<file path="config.mk">
export PLATFORM = sky130hd
export DESIGN_NAME = tea_stage
export DESIGN_NICKNAME = d
export VERILOG_FILES = /design/src/design/tea_pkg.sv /design/src/design/tea_stage.sv
export SDC_FILE = /design/constraint.sdc
export NUM_CORES = 1
export LEC_CHECK = 0
export BUFFER_PORTS_ARGS = -buffer_cell sky130_fd_sc_hd__buf_2
export CORE_MARGIN = 1
export CORE_UTILIZATION = 40
export CTS_CLUSTER_DIAMETER = 30
export DETAILED_ROUTE_END_ITERATION = 12
export PLACE_DENSITY = 0.73
export SLEW_MARGIN = 20
export SYNTH_ARGS = -nofsm -noshare
export SYNTH_HDL_FRONTEND = slang
export SYNTH_SLANG_ARGS = --single-unit
</file>
<file path="constraint.sdc">
create_clock -name clk_i -period 2.14 [get_ports clk_i]
set_clock_uncertainty 0.15 [all_clocks]
set_input_delay 0.107 -clock clk_i [delete_from_list [all_inputs] [get_ports clk_i]]
set_output_delay 0.107 -clock clk_i [all_outputs]
set_load 0.005 [all_outputs]
</file>
<file path="src/design/tea_pkg.sv">
// ----------------------------------------------------------------------------
// tea_pkg
// Shared types, constants and the round mixing function of the TEA cipher.
// ----------------------------------------------------------------------------
package tea_pkg;

  localparam logic [31:0] TEA_DELTA = 32'h9e37_79b9;

  // Key register indexes on the configuration port
  typedef enum logic [1:0] {
    KEY_W0 = 2'd0,
    KEY_W1 = 2'd1,
    KEY_W2 = 2'd2,
    KEY_W3 = 2'd3
  } key_idx_e;

  typedef struct packed {
    logic [31:0] k0;
    logic [31:0] k1;
    logic [31:0] k2;
    logic [31:0] k3;
  } key_t;

  // One block in flight: direction plus both halves
  typedef struct packed {
    logic        func;
    logic [31:0] hi;
    logic [31:0] lo;
  } item_t;

  function automatic logic [31:0] tea_mix(input logic [31:0] v,
                                          input logic [31:0] sum,
                                          input logic [31:0] ka,
                                          input logic [31:0] kb);
    tea_mix = ((v << 4) + ka) ^ (v + sum) ^ ((v >> 5) + kb);
  endfunction

endpackage

</file>
<file path="src/design/tea_stage.sv">
// ----------------------------------------------------------------------------
// tea_stage
// One registered half round: updates one block half from the other.
// ----------------------------------------------------------------------------
module tea_stage #(
  parameter logic [31:0] SumEnc = 32'h0,
  parameter logic [31:0] SumDec = 32'h0,
  parameter bit          Odd    = 1'b0
) (
  input  logic           clk_i,
  input  logic           rst_ni,
  input  logic           en_i,
  input  logic           valid_i,
  input  tea_pkg::item_t item_i,
  input  tea_pkg::key_t  key_i,
  output logic           valid_o,
  output tea_pkg::item_t item_o
);

  logic           valid_q;
  tea_pkg::item_t item_d, item_q;
  logic           upd_high;
  logic [31:0]    src, tgt, sum, ka, kb, mix, res;

  // Enciphering updates high then low; deciphering low then high
  always_comb begin
    upd_high = item_i.func ? Odd : !Odd;
    src      = upd_high ? item_i.lo : item_i.hi;
    tgt      = upd_high ? item_i.hi : item_i.lo;
    ka       = upd_high ? key_i.k0 : key_i.k2;
    kb       = upd_high ? key_i.k1 : key_i.k3;
    sum      = item_i.func ? SumDec : SumEnc;
    mix      = tea_pkg::tea_mix(src, sum, ka, kb);
    res      = item_i.func ? (tgt - mix) : (tgt + mix);
    item_d   = item_i;
    if (upd_high) begin
      item_d.hi = res;
    end else begin
      item_d.lo = res;
    end
  end

  always_ff @(posedge clk_i or negedge rst_ni) begin
    if (!rst_ni) begin
      valid_q <= 1'b0;
    end else if (en_i) begin
      valid_q <= valid_i;
    end
  end

  always_ff @(posedge clk_i) begin
    if (en_i) begin
      item_q <= item_d;
    end
  end

  assign valid_o = valid_q;
  assign item_o  = item_q;

endmodule

</file>
* After elaboration in Yosys (flattened, before gate mapping)
Cells that the tools add are included.
Word-level totals: register bits after elaboration 66, bits in latches 0, bits in writable memories 0, ROM bits 0, input port bits 197, output and inout bits 66, logic and storage cells 17, memories kept 0
Operators by class: add/subtract/negate cells 4, $mul 0, div/mod/pow operators 0, order comparisons 0, eq/ne operators 0, shift operators 0, mux-type cells 7, bitwise gates (word level) 2, reductions and logical operators 0
Operator list (count):
- 2-to-1 mux 32 bit | 7
- adder 32 bit | 2
- bitwise XOR 32 bit | 2
- adder 27 x 32 -> 32 bit | 1
- subtractor 32 bit | 1

* Logic depth before layout (Yosys ltp)
Gate-level depths: netlist of the first run.
depth after elaboration 7, gate-level depth with buffers 32, depth with buffers taken out 26

* Least setup slack after synthesis of the first run
OpenSTA, ideal clock, no wires.
kind input-to-reg, start input port item_i[64] (netlist name), end register item_q, in the netlist item_o[30] (data pin), setup time 0.256 ns, data arrival time 6.760 ns, required time 1.734 ns, path slack -5.026 ns, cell stages on the path 29, path buffers 5, path through buf_4 buf_2 buf_2 clkbuf_1 clkbuf_1 mux2_2 ha_1 fa_1 a211oi_2 o21ai_1 a21o_1 a21o_1 a21oi_1 xnor2_1 nor4_2 a31oi_1 xnor2_1 ha_1 a21o_1 a21o_1 a21oi_1 o22a_1 nand3_1 a221oi_1 o21ai_0 o41ai_1 o31ai_1 or3_1 a31o_2
RTL lines:
- from (decl) | line tea_stage.sv:14 | input tea_pkg::item_t item_i,
- to (signal assigned) | line tea_stage.sv:53 | item_q <= item_d;
- to (decl) | line tea_stage.sv:21 | tea_pkg::item_t item_d, item_q;

==> results of run 1 <==
## routing by layer
layer	vias to the layer above	GRT usage	wire length [um]	part of all wire
met5	-	0	0	0
met1	5892	0.378	17500	0.39
li1	5599	-	-	-
met3	216	0.0353	4290	0.094
met4	0	0.106	2450	0.054
met2	862	0.512	21200	0.47
## metrics by stage
step	TNS (ns)	std cells
after floorplan	-167.29	1138
final	-166.24	2173
after global routing	-171.56	2173
after global placement	-162.05	2056
after CTS	-136.10	2148
after detailed placement	-167.81	2056
## power groups by stage
stage                     Sequential (uW)  Clock, uW  Combinational (uW)
after floorplan                      2390          0                6750
final                                2290       1520               17500
after detailed placement             2310          0               12000
after global placement               2300          0               11700
after CTS                            2290       1500               14700
after global routing                 2340       1570               18200
## cell usage in the layout (no fill, tap or decap), types with 11 or more instances in the layout
cell | synthesis | routed
edfxtp_1 | 65 | 65
xor2_2 | 0 | 11
xnor2_1 | 109 | 76
o21ai_1 | 9 | 41
and2_1 | 12 | 12
o21bai_1 | 31 | 29
o21a_1 | 18 | 17
buf_2 | 3 | 261
xor2_1 | 44 | 32
dlygate4sd3_1 | 0 | 21
buf_4 | 4 | 402
a21oi_1 | 89 | 59
nor2_1 | 59 | 52
xnor2_2 | 1 | 27
a21o_1 | 32 | 32
nand2_1 | 97 | 83
o21ai_0 | 77 | 21
ha_4 | 0 | 22
a21oi_2 | 1 | 27
buf_6 | 1 | 36
nand2b_1 | 23 | 15
o21ai_2 | 0 | 21
mux2_2 | 93 | 84
nor3_1 | 15 | 13
ha_1 | 86 | 55
a31oi_1 | 18 | 18
inv_1 | 28 | 25
nor2b_1 | 32 | 26
nand3_1 | 14 | 12
## kinds of logic (layout without fill, tap and decap cells)
kind of cell    count (synthesis)  count (layout)
other cells                     0               2
buf+inv                        66             775
flops                          66              66
compound gates                337             337
fa+ha+maj                      89              89
simple gates                  311             311
xor+xnor                      164             164
mux                           105             105
## worst max-delay path by stage
stage                     startpoint         end  cells after the start
after detailed placement  item_i[64]  item_o[63]                     28
after CTS                 item_i[64]  item_o[62]                     25
final                     item_i[64]  item_o[30]                     29
after global routing      item_i[64]  item_o[30]                     29
after floorplan           item_i[64]  item_o[62]                     29
after global placement    item_i[64]  item_o[63]                     28
## sequential cells by signal, indices dropped and copies added (netlist names)
name     count
valid_o      1
item_o      65
## critical path, delay by kind of cell
kind	cells	cell delay, ns
xor gates and xnor gates	2	0.70
buffers and inverters	4	0.63
and+or+nand+nor	14	2.25
adders and majority gates	2	0.65
AOI/OAI and AO/OA	7	1.75
## area by class of cell
class	count	area [um^2]	share of cell area
antenna	2	5.00	0.000291
clock buffer	11	233	0.0135
clock inverter	4	67.6	0.00392
inverter	29	111	0.00647
multi-input combinational	1006	9220	0.536
sequential	66	1980	0.115
tap	324	405	0.0235
timing repair buffer	731	5200	0.302
## timing repair
action	in CTS	in global routing
setup endpoints to repair	62	62
gates cloned	4	0
setup buffers	77	25
pin swaps	119	69
hold endpoints to repair	20	0
gates resized for setup	212	96
hold buffers	21	0
==> reports/metrics.yaml, run 1 <==
run_status:
  status: "finished, violations left"
  violations: "setup timing"
cells_and_area:
  final_net_count: 2129
  fillers: 1635
  final_area_um2: 17200
  drive_above_1_share: 0.578
  fin_util: 0.706
  layout-area-overhead-vs-synth_pct: 72.4
worst_setup_path:
  required_ns: 2.09
  worstRegToRegCells: 1
  crit_arrival_ns: 6.09
  ff2ff_setup_slack_ns: 1.25
  cpPeakStageDelay_ns: 0.51
  cp-end-kind: "flip-flop"
  r2r-end: "valid_o"
  critPathLaunchType: "input pin"
  r2r_start: "valid_o"
  slowest_stage: "xnor3_2"
  crit_fanout: 8
  critical_path_class: "input pin to flip-flop"
die:
  die_w_um: 160
  fp-row-count: 57
  ioPinCount: 263
  die_h_um: 160
  fp.coreArea_um2: 24400
  initial_utilization: 0.409
  fp.dieArea_um2: 25600
detailed_routing:
  route.vias.total: 12600
  wirelength_mm: 45.4
  antenna_left: 0
  avgViaCountPerCell: 5.78
  drc: 0
  drt_iter0_markers: 1099
  drt-wirelength-per-cell_um: 20.9
  first_pass_iters: 5
place:
  pre_cts_ws_ns: -3.87
  placed_cell_area_um2: 14600
  hpwl_mm: 28.8
  port_buffers: 262
  gp_congestion: 0.943
logic_synthesis:
  synth_common_cells: "xnor2_1 (109), nand2_1 (97), mux2_2 (93), a21oi_1 (89), ha_1 (86)"
  yosys_warnings: 0
  synth_edf_count: 65
  syn-instance-count: 1138
  synth_adder_area_share: 0.114
  synth_xor_area_frac: 0.159
  synth_area_per_cell_um2: 8.78
  syn_nets: 1424
  post_synth_instance_area_um2: 9990
  synthMuxAreaShare: 0.119
  synth_cell_types: 85
  yosys_register_bits: 66
  ys_top_cells_by_area: "edfxtp_1 (20%), ha_1 (11%), mux2_2 (10%), xnor2_1 (9.6%), a21oi_1 (4.5%)"
  synth.most_common_cell: "xnor2_1"
  yosysTopAreaCell: "edfxtp_1"
  synth_compound_area_frac: 0.219
  synthArstFlopShare: 0.0152
  synth-simple-area-share: 0.161
  synth_top_cell_area_share: 0.195
  yosysSeqAreaShare: 0.198
  synth_top_family_by_area: "compound AO/OA/AOI/OAI gates"
  synthFlopType: "edfxtp_1"
clock_tree:
  cts_tree: "yes"
  cts.path.max_buffers: 2
  cts_buffers: 9
  cts-root-buf: "clkbuf_16"
  clk_latency_ns: 0.33
  clock-sinks: 66
  cts.htree.levels: 3
  clkTransAtPathRegs_ns: 0.06
worst_hold_path:
  whs_path_depth: 3
  hold_path_class: "input pin to flip-flop"
  worstHoldStart: "item_i[4]"
  hold_end: "item_o[4]"
timing:
  fin_crit_sh: 2.87
  timing.hold.ws_ns: 0.00624
  fmax_mhz: 163
  rsz0062_at_grt: "true"
  tightest_slew_ns: 0.606
  timing.final.crit_period_ns: 6.15
  finalHoldViolCount: 0
  max_slew_margin: 0.596
  timing.final.ws_setup_ns: -4.01
  setup_viol: 62
  drv_slew: 0
power:
  cellPowerDensity_nw_per_um2: 1240
  max-vdd-ir-drop_mv: 0.792
  p_leak_uw: 0.00797
  seq_power_share: 0.107
  total_power_uw: 21300
  switching_share: 0.429
  clkPwrFrac: 0.071
  p_switching_uw: 9150
  internal-power_uw: 12200
  combPwrFrac: 0.821
job:
  cap_violations: 0
grt:
  antenna_found_initial: 2
  grt_max_degree: 30
  first_global_vias: 11900
  grt_pass1_wl_mm: 60.6
  gr-usage-all-layers: 0.296
  globalRouteOverflowTotal: 0
No activity file was read; power rests on OpenSTA's default activity.
==> run 2: changes to the inputs <==
SKIP_LAST_GASP = 1   (was default)
==> run 2 against run 1 <==
Against the previous run:
- first-iteration DRC count up 18%
- via count up 0.97%
- flip-flop and latch count unchanged
- clock-buffer cell count unchanged
- the run still ends with setup timing left
- cell count up 0.23%
- sequential share of layout area down 0.068 points
- total power up 1.0%
- largest power group unchanged
- wire length up 2.7%
==> reports/metrics.yaml, run 2 (synthesis results as in run 1) <==
worst_hold_path:
  hold_path_class: "input pin to flip-flop"  # unchanged
worst_setup_path:
  cp_common_cell: "xnor2_2"
  crit_arrival_ns: 5.98  # was 6.09 ns
  required_ns: 2.08  # was 2.09 ns
  cp-end-kind: "flip-flop"  # unchanged
  crit_fanout: 7  # was 8
  critPathLaunchType: "input pin"  # unchanged
  critical_path_class: "input pin to flip-flop"  # unchanged
  critPathBufInv: 4  # unchanged
  cpPeakStageDelay_ns: 0.55  # was 0.51 ns
  crit_family: "compound AO/OA/AOI/OAI gates"  # was simple AND/OR/NAND/NOR gates
  crit_chain: "buf_16 -> buf_8 -> mux2_4 -> ha_4 -> fa_2 -> xnor2_2 -> xnor2_2 -> xnor2_2 -> nor3_4 -> nand3_4 -> nor4_4 -> buf_4 -> buf_12 -> a31oi_1 -> xor2_1 -> ha_1 -> a21o_1 -> a21o_1 -> a221oi_4 -> o21ai_2 -> o41ai_2 -> o31ai_2 -> or3_4 -> a31o_2"
  slowest_stage: "fa_2"  # was xnor3_2
die:
  die_w_um: 160  # unchanged
  initial_utilization: 0.409  # unchanged
  ioPinCount: 263  # unchanged
  fp.dieArea_um2: 25600  # unchanged
  die_h_um: 160  # unchanged
  fp-row-count: 57  # unchanged
  fp.coreArea_um2: 24400  # unchanged
power:
  clkPwrFrac: 0.070  # was 0.071
  p_switching_uw: 9230  # was 9150 uW
  internal-power_uw: 12300  # was 12,200 uW
  p_leak_uw: 0.00799  # was 0.00797 uW
  combPwrFrac: 0.824  # was 0.821
  max-vdd-ir-drop_mv: 0.831  # was 0.792 mV
  cellPowerDensity_nw_per_um2: 1240  # about the same
  seq_power_share: 0.106  # was 0.107
  switching_share: 0.428  # was 0.429
timing:
  timing.final.ws_setup_ns: -3.89  # was -4.01 ns
  fin_crit_sh: 2.82  # was 2.87
  tightest_slew_ns: 0.616  # was 0.606 ns
  rsz0062_at_grt: "true"  # unchanged
  max_slew_margin: 0.589  # was 0.596
  finalHoldViolCount: 0  # unchanged
  setup_viol: 62  # unchanged
  fmax_mhz: 166  # was 163 MHz
  timing.final.crit_period_ns: 6.03  # was 6.15 ns
  finalSetupTns_ns: -174.83  # was -166.24 ns
  drv_slew: 0  # unchanged
grt:
  grt_max_degree: 30  # unchanged
  grt_pass1_wl_mm: 60.8  # was 60.6 mm
  first_global_vias: 11800  # was 11,900
  globalRouteOverflowTotal: 0  # unchanged
  antenna_found_initial: 1  # was 2
  gr-usage-all-layers: 0.296  # about the same
clock_tree:
  cts-root-buf: "clkbuf_16"  # unchanged
  clkTransAtPathRegs_ns: 0.06  # about the same
  cts.path.max_buffers: 2  # unchanged
  cts_tree: "yes"  # unchanged
  clk_latency_ns: 0.33  # about the same
  clock-sinks: 66  # unchanged
  cts_buffers: 9  # unchanged
  cts.htree.levels: 3  # unchanged
place:
  hpwl_mm: 28.8  # unchanged
  placed_cell_area_um2: 14600  # unchanged
  gp_congestion: 0.943  # unchanged
  pre_cts_ws_ns: -3.87  # unchanged
  port_buffers: 262  # unchanged
detailed_routing:
  avgViaCountPerCell: 5.83  # was 5.78
  drc: 0  # unchanged
  drt-wirelength-per-cell_um: 21.4  # was 20.9 um
  route.vias.total: 12700  # was 12,600
  first_pass_iters: 7  # was 5
  drt_iter0_markers: 1299  # was 1,099
  antenna_left: 0  # unchanged
  wirelength_mm: 46.7  # was 45.4 mm
cells_and_area:
  largest_reg_flops: 65  # unchanged
  final_area_um2: 17300  # was 17,200 um^2
  mostFrequentLayoutCell: "buf_4"  # unchanged
  mostFrequentLayoutCells: "buf_4 (401), buf_2 (261), mux2_2 (87)"  # was buf_4 (402), buf_2 (261), mux2_2 (84)
  layout-area-overhead-vs-synth_pct: 73.5  # was 72.4%
  fin_util: 0.710  # was 0.706
  drive_above_1_share: 0.581  # was 0.578
  final_net_count: 2135  # was 2,129
run_status:
  status: "finished, violations left"  # unchanged
  violations: "setup timing"  # unchanged
job:
  cap_violations: 0  # unchanged
==> run 2: worst min-delay path: stages <==
cell     delay, ns
buf_2         0.10
nand2_1       0.07
o21ai_1       0.09
==> run 2: what timing repair did <==
action                                 CTS  global route
setup endpoints to repair               62            62
setup buffers                           77            33
gates cloned                             4             1
pin swaps                              119            78
endpoints found under the hold margin   20             0
hold buffers                            21             0
resized for setup                      196           113
==> run 2: final cells by class <==
class                      instances  area, um^2
fill                            1631        7070
inverter                          29         111
tap                              324         405
multi-input combinational       1006        9240
timing repair buffer             737        5290
antenna                            1        2.50
sequential                        66        1980
clock buffer                      11         233
clock inverter                     4        67.6
==> run 2: path summary, 6_finish.rpt <==
check | startpoint | to | slack [ns] | depth (start not counted)
worst max-delay path | item_i[64] | item_o[30] | -3.89 | 24
worst min-delay path | item_i[12] | item_o[12] | 0.01 | 3
worst max register to register | valid_o | valid_o | 1.23 | 1
worst min register to register | valid_o | valid_o | 0.38 | 1
max in group asynchronous | rst_ni | valid_o | 1.29 | 3
min in group asynchronous | rst_ni | valid_o | 0.45 | 3
==> run 2: layer usage <==
metal / wire (um) / GRT usage / up-vias
met5: 0 / 0 / -
met3: 4320 / 0.0390 / 250
met4: 2950 / 0.0978 / 0
li1: - / - / 5603
met2: 21600 / 0.510 / 845
met1: 17800 / 0.380 / 5993
==> run 2: through the flow <==
step | hold WS [ns] | power [uW] | instances
floorplan | -0.339 | 9140 | 1138
global placement | -0.268 | 14000 | 2056
detailed placement | -0.265 | 14300 | 2056
CTS | 0.000103 | 18300 | 2148
global route | 0.0191 | 22400 | 2178
finish | 0.00977 | 21600 | 2178
==> run 2: power by group through the flow <==
stage                     clock network (uW)  registers [uW]  logic (uW)
final                                   1510            2290       17800
after global placement                     0            2300       11700
after global routing                    1550            2330       18500
after detailed placement                   0            2310       12000
after CTS                               1500            2290       14500
after floorplan                            0            2390        6750
